[config.mk]
export PLATFORM = sky130hd
export DESIGN_NAME = double_ended_queue
export DESIGN_NICKNAME = d
export VERILOG_FILES = /design/src/design/deq_pkg.sv /design/src/design/deq_ram.sv /design/src/design/deq_ctrl.sv /design/src/design/deq_dpath.sv /design/src/design/double_ended_queue.sv
export VERILOG_INCLUDE_DIRS = /design/src /design/src/design
export SDC_FILE = /design/constraint.sdc
export NUM_CORES = 1
export LEC_CHECK = 0
export BUFFER_PORTS_ARGS = -buffer_cell sky130_fd_sc_hd__buf_2
export CAP_MARGIN = 15
export CORE_UTILIZATION = 48
export DETAILED_ROUTE_END_ITERATION = 8
export GPL_TIMING_DRIVEN = 0
export PLACE_DENSITY = 0.67
export SLEW_MARGIN = 40
export SYNTH_ARGS = -nofsm -noshare
export SYNTH_HDL_FRONTEND = slang
export SYNTH_SLANG_ARGS = --single-unit
[constraint.sdc]
create_clock -name clk -period 5.5 [get_ports clk]
set_input_delay 1.1 -clock clk [delete_from_list [all_inputs] [get_ports clk]]
set_output_delay 1.1 -clock clk [all_outputs]
set_load 0.05 [all_outputs]
[src/design/assert_macros.svh]
// Assertion macros for the RTL file that carries concurrent checks.
// No dependencies; include by bare file name.
`ifndef ASSERT_MACROS_SVH
`define ASSERT_MACROS_SVH

// A property that must hold at every rising edge outside reset.
`define DEQ_ASSERT(label, clk, rst_n, prop, msg) \
    label: assert property (@(posedge clk) disable iff (!rst_n) (prop)) else $error(msg);

// An antecedent in one cycle implies a consequent in the next cycle.
`define DEQ_ASSERT_NEXT(label, clk, rst_n, ante, cons, msg) \
    label: assert property (@(posedge clk) disable iff (!rst_n) (ante) |=> (cons)) \
        else $error(msg);

`endif

[src/design/deq_pkg.sv]
// Shared types and constants for the double-ended queue.
// No dependencies; imported by every module of the block but deq_ram.
package deq_pkg;

    localparam int FIELD_W = 32;
    localparam int CMD_W   = 3;
    localparam int ERR_W   = 2;

    typedef enum logic [CMD_W-1:0] {
        CMD_PUSH_FRONT = 3'd0,
        CMD_PUSH_BACK  = 3'd1,
        CMD_POP_FRONT  = 3'd2,
        CMD_POP_BACK   = 3'd3,
        CMD_NOP        = 3'd4
    } cmd_t;

    typedef enum logic [ERR_W-1:0] {
        ERR_OK    = 2'd0,
        ERR_FULL  = 2'd1,
        ERR_EMPTY = 2'd2
    } err_t;

    // Step commands from the controller to the datapath.
    typedef struct packed {
        logic load;   // capture the request fields
        logic exec;   // apply the operation and write the store
        logic read;   // read the front and back entries
    } deq_ctl_t;

endpackage

[src/design/deq_ram.sv]
// Generic RAM: one write port, two read ports with registered read data.
// No dependencies.
module deq_ram #(
    parameter int WIDTH = 32,
    parameter int DEPTH = 16,
    localparam int AW = $clog2(DEPTH)
) (
    input  logic             clk,
    input  logic             we,
    input  logic [AW-1:0]    waddr,
    input  logic [WIDTH-1:0] wdata,
    input  logic             re,
    input  logic [AW-1:0]    raddr_a,
    input  logic [AW-1:0]    raddr_b,
    output logic [WIDTH-1:0] rdata_a,
    output logic [WIDTH-1:0] rdata_b
);

    logic [WIDTH-1:0] mem_reg [DEPTH];
    logic [WIDTH-1:0] rdata_a_reg;
    logic [WIDTH-1:0] rdata_b_reg;

    always_ff @(posedge clk)
    begin
        if (we)
        begin
            mem_reg[waddr] <= wdata;
        end
        if (re)
        begin
            rdata_a_reg <= mem_reg[raddr_a];
            rdata_b_reg <= mem_reg[raddr_b];
        end
    end

    assign rdata_a = rdata_a_reg;
    assign rdata_b = rdata_b_reg;

endmodule

[src/design/deq_ctrl.sv]
// Controller of the double-ended queue: sequences accept, execute, read and respond.
// Depends on deq_pkg.
module deq_ctrl (
    input  logic              clk,
    input  logic              rst_n,
    input  logic              start,
    output logic              busy,
    output logic              done,
    output deq_pkg::deq_ctl_t ctl
);

    import deq_pkg::*;

    typedef enum logic [1:0] {
        ST_IDLE,
        ST_EXEC,
        ST_READ,
        ST_RESP
    } state_t;

    state_t state_reg;
    logic   busy_reg;
    logic   done_reg;
    logic   accept;

    // A new request may enter while the previous response is shown.
    assign accept = start && !busy_reg;

    always_ff @(posedge clk or negedge rst_n)
    begin
        if (!rst_n)
        begin
            state_reg <= ST_IDLE;
            busy_reg  <= 1'b0;
            done_reg  <= 1'b0;
        end
        else
        begin
            unique case (state_reg) inside
                ST_IDLE, ST_RESP:
                begin
                    done_reg <= 1'b0;
                    if (start)
                    begin
                        state_reg <= ST_EXEC;
                        busy_reg  <= 1'b1;
                    end
                    else
                    begin
                        state_reg <= ST_IDLE;
                    end
                end
                ST_EXEC:
                begin
                    state_reg <= ST_READ;
                end
                ST_READ:
                begin
                    state_reg <= ST_RESP;
                    busy_reg  <= 1'b0;
                    done_reg  <= 1'b1;
                end
                default:
                begin
                    state_reg <= ST_IDLE;
                    busy_reg  <= 1'b0;
                    done_reg  <= 1'b0;
                end
            endcase
        end
    end

    assign busy     = busy_reg;
    assign done     = done_reg;
    assign ctl.load = accept;
    assign ctl.exec = (state_reg == ST_EXEC);
    assign ctl.read = (state_reg == ST_READ);

endmodule

[src/design/deq_dpath.sv]
// Datapath of the double-ended queue: indices, fill count, error code and entry store.
// Depends on deq_pkg and deq_ram.
module deq_dpath #(
    parameter int DEPTH      = 16,
    parameter int DATA_WIDTH = 32,
    localparam int CNT_W = $clog2(DEPTH + 1)
) (
    input  logic                         clk,
    input  logic                         rst_n,
    input  deq_pkg::deq_ctl_t            ctl,
    input  logic [deq_pkg::CMD_W-1:0]    cmd,
    input  logic [deq_pkg::FIELD_W-1:0]  item_value,
    output logic [deq_pkg::FIELD_W-1:0]  front_value,
    output logic [deq_pkg::FIELD_W-1:0]  back_value,
    output logic [CNT_W-1:0]             entry_total,
    output logic                         is_empty,
    output logic [deq_pkg::ERR_W-1:0]    error_code
);

    import deq_pkg::*;

    localparam int IDX_W = $clog2(DEPTH);
    localparam int EXT_W = (DATA_WIDTH > FIELD_W) ? DATA_WIDTH : FIELD_W;

    cmd_t                 cmd_reg;
    logic [FIELD_W-1:0]   value_reg;
    logic [IDX_W-1:0]     front_reg, front_next;
    logic [IDX_W-1:0]     back_reg, back_next;
    logic [CNT_W-1:0]     count_reg, count_next;
    err_t                 err_reg, err_next;

    logic                 we;
    logic [IDX_W-1:0]     waddr;
    logic [EXT_W-1:0]     wdata_ext;
    logic [DATA_WIDTH-1:0] front_rdata;
    logic [DATA_WIDTH-1:0] back_rdata;
    logic [EXT_W-1:0]     front_ext;
    logic [EXT_W-1:0]     back_ext;
    logic [IDX_W-1:0]     front_prev;
    logic [IDX_W-1:0]     back_succ;
    logic                 full;
    logic                 empty;

    // Request fields are payload and carry no reset.
    always_ff @(posedge clk)
    begin
        if (ctl.load)
        begin
            cmd_reg   <= cmd_t'(cmd);
            value_reg <= item_value;
        end
    end

    assign full       = (count_reg == CNT_W'(DEPTH));
    assign empty      = (count_reg == '0);
    assign front_prev = (front_reg == '0) ? IDX_W'(DEPTH - 1) : front_reg - 1'b1;
    assign back_succ  = (back_reg == IDX_W'(DEPTH - 1)) ? '0 : back_reg + 1'b1;

    always_comb
    begin
        front_next = front_reg;
        back_next  = back_reg;
        count_next = count_reg;
        err_next   = err_reg;
        we         = 1'b0;
        waddr      = front_reg;
        if (ctl.exec)
        begin
            err_next = ERR_OK;
            unique case (cmd_reg) inside
                CMD_PUSH_FRONT, CMD_PUSH_BACK:
                begin
                    if (full)
                    begin
                        err_next = ERR_FULL;
                    end
                    else
                    begin
                        we         = 1'b1;
                        count_next = count_reg + 1'b1;
                        if (empty)
                        begin
                            back_next = front_reg;
                            waddr     = front_reg;
                        end
                        else if (cmd_reg == CMD_PUSH_FRONT)
                        begin
                            front_next = front_prev;
                            waddr      = front_prev;
                        end
                        else
                        begin
                            back_next = back_succ;
                            waddr     = back_succ;
                        end
                    end
                end
                CMD_POP_FRONT, CMD_POP_BACK:
                begin
                    if (empty)
                    begin
                        err_next = ERR_EMPTY;
                    end
                    else
                    begin
                        count_next = count_reg - 1'b1;
                        // Popping the last entry leaves both indices where they are.
                        if (count_reg > CNT_W'(1))
                        begin
                            if (cmd_reg == CMD_POP_FRONT)
                            begin
                                front_next = (front_reg == IDX_W'(DEPTH - 1)) ?
                                             '0 : front_reg + 1'b1;
                            end
                            else
                            begin
                                back_next = (back_reg == '0) ?
                                            IDX_W'(DEPTH - 1) : back_reg - 1'b1;
                            end
                        end
                    end
                end
                default:
                begin
                end
            endcase
        end
    end

    always_ff @(posedge clk or negedge rst_n)
    begin
        if (!rst_n)
        begin
            front_reg <= '0;
            back_reg  <= '0;
            count_reg <= '0;
            err_reg   <= ERR_OK;
        end
        else
        begin
            front_reg <= front_next;
            back_reg  <= back_next;
            count_reg <= count_next;
            err_reg   <= err_next;
        end
    end

    assign wdata_ext = EXT_W'(value_reg);

    deq_ram #(
        .WIDTH (DATA_WIDTH),
        .DEPTH (DEPTH)
    ) u_store (
        .clk     (clk),
        .we      (we),
        .waddr   (waddr),
        .wdata   (wdata_ext[DATA_WIDTH-1:0]),
        .re      (ctl.read),
        .raddr_a (front_reg),
        .raddr_b (back_reg),
        .rdata_a (front_rdata),
        .rdata_b (back_rdata)
    );

    assign front_ext   = EXT_W'(front_rdata);
    assign back_ext    = EXT_W'(back_rdata);
    assign front_value = empty ? '0 : front_ext[FIELD_W-1:0];
    assign back_value  = empty ? '0 : back_ext[FIELD_W-1:0];
    assign entry_total = count_reg;
    assign is_empty    = empty;
    assign error_code  = err_reg;

endmodule

[src/design/double_ended_queue.sv]
// Top level of the bounded double-ended queue: controller plus datapath.
// Depends on deq_pkg, deq_ctrl, deq_dpath, deq_ram and assert_macros.svh.
//
//  Channel    Handshake           Fields
//  ---------  ------------------  ------------------------------------------------
//  request    start, busy         cmd, item_value
//  response   done (one cycle)    front_value, back_value, entry_total,
//                                 is_empty, error_code
//
// A request is taken at a rising edge where start is high and busy is low.
// It runs through execute and write of the store, a registered read of both
// ends, and a response with done high. busy is low in the response cycle, so
// the next request can be taken while the previous response is shown.
// rst_n clears indices, count, error code and controller; the store has no reset.
// The receiver cannot stall: the response is valid only while done is high.
`include "assert_macros.svh"

module double_ended_queue #(
    parameter int DEPTH      = 16,
    parameter int DATA_WIDTH = 32,
    localparam int CNT_W = $clog2(DEPTH + 1)
) (
    input  logic                         clk,
    input  logic                         rst_n,
    input  logic                         start,
    output logic                         busy,
    input  logic [deq_pkg::CMD_W-1:0]    cmd,
    input  logic [deq_pkg::FIELD_W-1:0]  item_value,
    output logic                         done,
    output logic [deq_pkg::FIELD_W-1:0]  front_value,
    output logic [deq_pkg::FIELD_W-1:0]  back_value,
    output logic [CNT_W-1:0]             entry_total,
    output logic                         is_empty,
    output logic [deq_pkg::ERR_W-1:0]    error_code
);

    import deq_pkg::*;

    deq_ctl_t ctl;

    // The controller only sequences the steps; all state of the queue
    // itself lives in the datapath.
    deq_ctrl u_ctrl (
        .clk   (clk),
        .rst_n (rst_n),
        .start (start),
        .busy  (busy),
        .done  (done),
        .ctl   (ctl)
    );

    deq_dpath #(
        .DEPTH      (DEPTH),
        .DATA_WIDTH (DATA_WIDTH)
    ) u_dpath (
        .clk         (clk),
        .rst_n       (rst_n),
        .ctl         (ctl),
        .cmd         (cmd),
        .item_value  (item_value),
        .front_value (front_value),
        .back_value  (back_value),
        .entry_total (entry_total),
        .is_empty    (is_empty),
        .error_code  (error_code)
    );

    // The count never exceeds the capacity of the store.
    `DEQ_ASSERT(a_count_bound, clk, rst_n, entry_total <= CNT_W'(DEPTH), "count above depth")

    // A full-store rejection is only reported while the store is full.
    `DEQ_ASSERT(a_full_err, clk, rst_n,
        !(done && (error_code == ERR_FULL)) || (entry_total == CNT_W'(DEPTH)),
        "full error with room left")

    // An empty store reports zero for both end values.
    `DEQ_ASSERT(a_empty_zero, clk, rst_n,
        !is_empty || ((front_value == '0) && (back_value == '0)),
        "nonzero end value on empty store")

    // The response strobe lasts exactly one cycle.
    `DEQ_ASSERT_NEXT(a_done_pulse, clk, rst_n, done, !done, "done held over two cycles")

    // An accepted request always makes the block busy in the next cycle.
    `DEQ_ASSERT_NEXT(a_accept_busy, clk, rst_n, start && !busy, busy && !done,
        "accepted request did not start work")

endmodule

==> flow_metrics.tcl, run 1 <==
set metrics [dict create \
    synth-seq-cells 630 \
    postRouteAntennaNets 0 \
    reg2reg_setup_slack_ns 0.45 \
    cp-endpoint "u_dpath.u_store.mem_reg[4][19]" \
    yosys_warnings 0 \
    dp_cells 2262 \
    postSynthAreaPerCell_um2 21.8 \
    grt_use_met3_pct 4.08 \
    viasPerCell 6.39 \
    core.rowCount 88 \
    numCtsBuffers 69 \
    antenna_found_initial 1 \
    r2r_end "u_dpath.u_store.mem_reg[4][19]" \
    drt-wirelength-per-cell_um 31.6 \
    pre_cts_slack_ns 0.652 \
    drt_iter0_drc 1962 \
    rr_worst_depth 13 \
    drv_cap 0 \
    rr_startpoint "u_dpath.front_reg[1]" \
    clk_latency_ns 0.61 \
    tns_ns 0 \
    synth_top_cell_area_share_pct 65.6 \
    area_growth_pct 17.4 \
    synth-edff-count 611 \
    hold_viol 0 \
    cts.path.max_buffers 3 \
    cts_tree "done" \
    yosys-top-cells-count "611 x edfxtp_1, 319 x mux4_2, 65 x and2_1" \
    core_mm2 0.0577 \
    grt_pass1_wl_um 108000 \
    drive_gt1_share_pct 45.1 \
    ir_drop_mv 0.362 \
    die_w_um 243 \
    fin_ws_ns 0.448 \
    yosysUniqueCellTypes 59 \
    ctsResizeCount 0 \
    synthCells 1283 \
    grt_max_degree 33 \
    busiest_layer "met2" \
    clock_sinks 630 \
    run_status "finished clean" \
    startpoint_type "flop" \
    htree_levels 3 \
    place.gp.congestion 0.817 \
    powerDensity_mw_per_mm2 563 \
    async_flop_share_pct 3.02 \
    seq_area_frac_synth_pct 67.3 \
    cp-startpoint "u_dpath.front_reg[1]" \
    path_clk_slew_ns 0.07 \
    num_vias 15206 \
    min_period_ns 5.05 \
    finalSetupViolCount 0 \
    start_util_pct 48.5 \
    finClkSkew_ns 0.0257 \
    remaining_drc_errors 0 \
    grt_pass1_vias 15498 \
    gr-usage-all-layers_pct 26.1 \
    io_pins 112 \
    required_ns 5.80 \
    max_clock_freq_mhz 198 \
    yosysTopAreaCell "edfxtp_1" \
    grt_util_met1_pct 35.0 \
    hold_path_class "primary input to asynchronous set/reset pin" \
    critical_path_class "flop to flop" \
    postCtsSetupBuffers 0 \
    numPortBuffers 111 \
    hpwlAfterDp_um 51700 \
    ctsHoldBuffers 0 \
    syn_nets 1332 \
    routed_wl_um 75200 \
    grt_overflow 0 \
    yosysMostFrequentCell "edfxtp_1" \
    slew_headroom_pct 39.2 \
    antenna_cells 0 \
    cp-end-kind "flop" \
    finalMaxSlewViolations 0 \
    die_h_um 243 \
    instances_no_fill 2380 \
    rsz0062_at_grt "no" \
    critical_path.max_fanout 10 \
    min_period_over_period_pct 91.9 \
    layout.nets 1617 \
    largest_reg_flops 512 \
    power.leakage_nw 10.8 \
    synth_top_flop_cell "edfxtp_1" \
    syn_area_mm2 0.0280 \
    firstDrtPassIters 5 \
    cts-root-buf "clkbuf_16" \
    worstPathArrival_ns 5.35 \
    met2_usage_pct 43.2 \
    worst_pin_slew_ns 0.912 \
    dieArea_mm2 0.0593 \
    netlist_top_cells_area "edfxtp_1 66%, mux4_2 26%, dfrtp_1 1.7%, and2_1 1.5%, clkbuf_1 0.52%" \
]
area by class of cell:
| type | count | area (um2) |
|---|---|---|
| inverter | 14 | 52.6 |
| clock inverter | 32 | 354 |
| fill | 4280 | 24800 |
| tap | 765 | 957 |
| clock buffer | 86 | 1830 |
| timing repair buffer | 214 | 1530 |
| multi-input combinational | 545 | 8840 |
| buffer | 94 | 470 |
| sequential | 630 | 18800 |
power by group:
group          internal, mW  switching (mW)  total [mW]
combinational          3.04            4.55        7.59
sequential             6.04           0.288        6.33
clock                  2.73            1.83        4.56
worst max-delay path, stage by stage, from the launching register on:
cell and delay (ns):
dfrtp_1 0.34, clkbuf_1 0.57, clkbuf_1 0.72, inv_1 0.30, ha_1 0.34, o311a_1 0.37
nor2_1 0.23, o31a_1 0.23, buf_2 0.28, nor3b_2 0.47, buf_2 0.30, buf_4 0.21
buf_4 0.18, buf_4 0.17
kinds of logic (layout without fill, tap and decap cells):
| logic type | Yosys count | after routing | synth area share [%] |
|---|---|---|---|
| DFF | 630 | 630 | 67.3 |
| muxes | 323 | 323 | 25.9 |
| adders and majority gates | 11 | 11 | 0.492 |
| AOI/OAI and AO/OA | 57 | 57 | 1.40 |
| buffers and inverters | 108 | 440 | 1.69 |
| and+or+nand+nor | 145 | 145 | 3.02 |
| xor gates and xnor gates | 9 | 9 | 0.282 |
metal layers:
metal	wire length [um]	share of wire, %
met5	0	0
met4	2530	3.4
met3	6400	8.5
met2	38100	51
met1	28100	37
cells in the final DEF (no fill, tap or decap), types with 3 or more instances in the layout:
cell type	instances
a211oi_1	3
a21o_1	4
a21oi_1	11
a31oi_1	4
and2_1	65
buf_16	10
buf_2	181
buf_4	65
buf_8	5
bufinv_16	8
clkbuf_1	34
clkbuf_16	71
clkbuf_2	24
clkinv_1	15
clkinv_2	6
clkinvlp_4	3
dfrtp_1	19
edfxtp_1	611
ha_1	10
inv_1	12
mux2_4	3
mux4_2	319
nand2_1	20
nand2b_1	4
nand3_1	3
nand4_1	3
nor2_1	9
nor2_4	4
nor3_1	7
nor3_2	8
nor3b_2	4
o211ai_1	3
o21ai_0	12
or3_1	3
xnor2_1	5
xor2_1	4
stage by stage:
step	power, mW	area [um2]	util (%)	hold slack (ns)
2_1_floorplan	11.7	28000	-	0.541
3_5_place_dp	14.1	30700	53.1	0.488
3_3_place_gp	13.9	29500	51.1	0.485
5_1_grt	19.2	32900	56.9	0.467
6_report	18.5	32900	56.9	0.439
4_1_cts	18.6	32800	56.9	0.435
worst min-delay path by stage:
| stage | from | end | depth (start not counted) |
|---|---|---|---|
| 2_1_floorplan | u_ctrl.state_reg[1] | u_ctrl.state_reg[1] | 2 |
| 3_3_place_gp | u_ctrl.done | u_ctrl.done | 1 |
| 3_5_place_dp | u_ctrl.done | u_ctrl.done | 1 |
| 4_1_cts | rst_n | u_dpath.back_reg[3] | 1 |
| 5_1_grt | rst_n | u_dpath.back_reg[3] | 1 |
| 6_report | rst_n | u_dpath.back_reg[3] | 1 |
Note: power is estimated with default switching activity, not from simulation.
==> run 2, diff against run 1 <==
--- a/config.mk
+++ b/config.mk
@@ -15,4 +15,5 @@
 export SLEW_MARGIN = 40
 export SYNTH_ARGS = -nofsm -noshare
 export SYNTH_HDL_FRONTEND = slang
+export SYNTH_HIERARCHICAL = 1
 export SYNTH_SLANG_ARGS = --single-unit
==> run 2 against run 1 <==
Non-clock buffer count fell by 44. Critical path depth shrank 5. Synthesized cell count rose by 10%. Clock skew decreased by 0.0073 ns. Final area down 1.9%. Sequential share of layout area is 1.1 points higher. Count of clock-buffer cells in the layout decreased by 4. Via count is 2.7% higher. Worst setup slack better by 0.86 ns. Routed wire length down 4.6%. Critical endpoint is now back_value[17]. Largest power group unchanged.
==> flow_metrics.tcl, run 2 <==
set metrics [dict create \
    layout.nets 1692 \
    yosysUniqueCellTypes 50 \
    yosysMostFrequentCell "edfxtp_1" \
    critical_path.max_fanout 10 \
    cts_tree "done" \
    yosys_warnings 6 \
    final_common_cell "edfxtp_1" \
    seqCellArea_mm2 0.0188 \
    rsz0062_at_grt "no" \
    finalSetupViolCount 0 \
    numCtsBuffers 68 \
    io_pins 112 \
    tns_ns 0 \
    finClkSkew_ns 0.0185 \
    synth-edff-count 611 \
    pre_cts_slack_ns 1.45 \
    core_mm2 0.0568 \
    firstDrtPassIters 6 \
    synth_top_flop_cell "edfxtp_1" \
    start_util_pct 48.9 \
    cp-end-kind "primary output" \
    netlist_top_cells_area "edfxtp_1 66%, mux4_2 21%, a22oi_1 3.5%, dfrtp_1 1.7%, and2_1 1.5%" \
    drt_iter0_drc 1911 \
    crit_top_cell "buf_2" \
    place_area_mm2 0.0301 \
    htree_levels 3 \
    hold_path_class "primary input to asynchronous set/reset pin" \
    largest_reg_flops 512 \
    postCtsSetupBuffers 0 \
    dieArea_mm2 0.0588 \
    gr-usage-all-layers_pct 24.9 \
    die_w_um 243 \
    cts-root-buf "clkbuf_16" \
    ctsResizeCount 0 \
    grt_pass1_vias 16229 \
    seq_area_frac_synth_pct 67.7 \
    grt_overflow 0 \
    area_growth_pct 16.0 \
    worstPathArrival_ns 3.10 \
    grt_max_degree 36 \
    path_clk_slew_ns 0.06 \
    critical_path.top_delay_family "buffers and inverters" \
    run_status "finished clean" \
    yosys-top-cells-count "611 x edfxtp_1, 256 x mux4_2, 129 x a22oi_1" \
    clk_latency_ns 0.60 \
    synth-seq-cells 630 \
    core.rowCount 87 \
    critical_path_class "flop to primary output" \
    max_clock_freq_mhz 238 \
    n_fill_cell 4284 \
    routed_wl_um 71700 \
    async_flop_share_pct 3.02 \
    ctsHoldBuffers 0 \
    cts.path.max_buffers 3 \
    drv_cap 0 \
    crit_buf_inv 5 \
    postRouteAntennaNets 0 \
    fin_hold_ws_ns 0.444 \
    num_vias 15620 \
    antenna_cells 0 \
    required_ns 4.40 \
    min_period_over_period_pct 76.3 \
    power.leakage_nw 10.7 \
    syn_nets 1460 \
    crit_path_top_delay_cell "dfrtp_1" \
    hold_viol 0 \
    die_h_um 243 \
    powerDensity_mw_per_mm2 570 \
    reg2reg_setup_slack_ns 1.67 \
    dp_cells 2328 \
    viasPerCell 6.39 \
    instances_no_fill 2446 \
    drive_gt1_share_pct 34.9 \
    crit_path_max_incr_delay_ns 0.46 \
    worst_pin_slew_ns 0.939 \
    fin_ws_ns 1.30 \
    hpwlAfterDp_um 47600 \
    yosysTopAreaCell "edfxtp_1" \
    slew_headroom_pct 37.4 \
    worstPathCellList "inv_1 > ha_1 > or4b_1 > buf_2 > buf_2 > clkbuf_2 > and2_1 > buf_2" \
    drt-wirelength-per-cell_um 29.3 \
    finalMaxSlewViolations 0 \
    postSynthAreaPerCell_um2 19.7 \
    min_period_ns 4.20 \
    final_cell_mix "611 x edfxtp_1, 256 x mux4_2, 132 x buf_2" \
    place.gp.congestion 0.805 \
    multi_input_comb_area_mm2 0.00852 \
    grt_pass1_wl_um 106000 \
    synthCells 1411 \
    clock_sinks 630 \
    ir_drop_mv 0.339 \
    postLayoutCoreUtil_pct 56.7 \
    remaining_drc_errors 0 \
    syn_area_mm2 0.0278 \
    synth_top_cell_area_share_pct 66.0 \
    antenna_found_initial 0 \
    finalPower_mw 18.4 \
    numPortBuffers 111 \
    startpoint_type "flop" \
    stdcell_area_mm2 0.0322 \
]
-- run 2: area by class of cell --
| class | count | area share, % |
|---|---|---|
| buffer | 102 | 1.60 |
| clock buffer | 82 | 5.57 |
| clock inverter | 35 | 1.05 |
| inverter | 16 | 0.186 |
| multi-input combinational | 663 | 26.4 |
| sequential | 630 | 58.4 |
| tap | 756 | 2.93 |
| timing repair buffer | 162 | 3.84 |
-- run 2: cells by family after synthesis --
kind of cell,after synthesis,synth area share (%)
buffers and inverters,118,2.03
AND/OR/NAND/NOR,200,3.68
adder cells (fa/ha/maj),11,0.495
multiplexers,264,21.1
XOR/XNOR,9,0.284
AO/OA/AOI/OAI,179,4.67
flip-flops,630,67.7
-- run 2: worst paths after layout --
check	start	end	depth (start not counted)
max	u_dpath/entry_total[0]	back_value[17]	8
min	rst_n	u_dpath/front_reg[2]	1
max reg2reg	u_dpath/entry_total[0]	u_dpath/u_store/mem_reg[4][20]	11
min reg2reg	u_ctrl/busy	u_ctrl/busy	1
max in group asynchronous	rst_n	u_dpath/back_reg[0]	1
min in group clk	u_ctrl/busy	u_ctrl/busy	1
-- run 2: metal layers --
layer,wire length (um),track usage (%)
met1,28400,34.5
met4,2340,9.29
met3,6130,4.07
met5,0,0
met2,34800,39.9
-- run 2: where the power goes --
group          leakage (nW)  total (mW)  internal [mW]  switching [mW]
Sequential             5.78        6.39           6.06           0.334
Combinational          3.84        7.54           2.83            4.71
Clock                  1.04        4.44           2.61            1.83
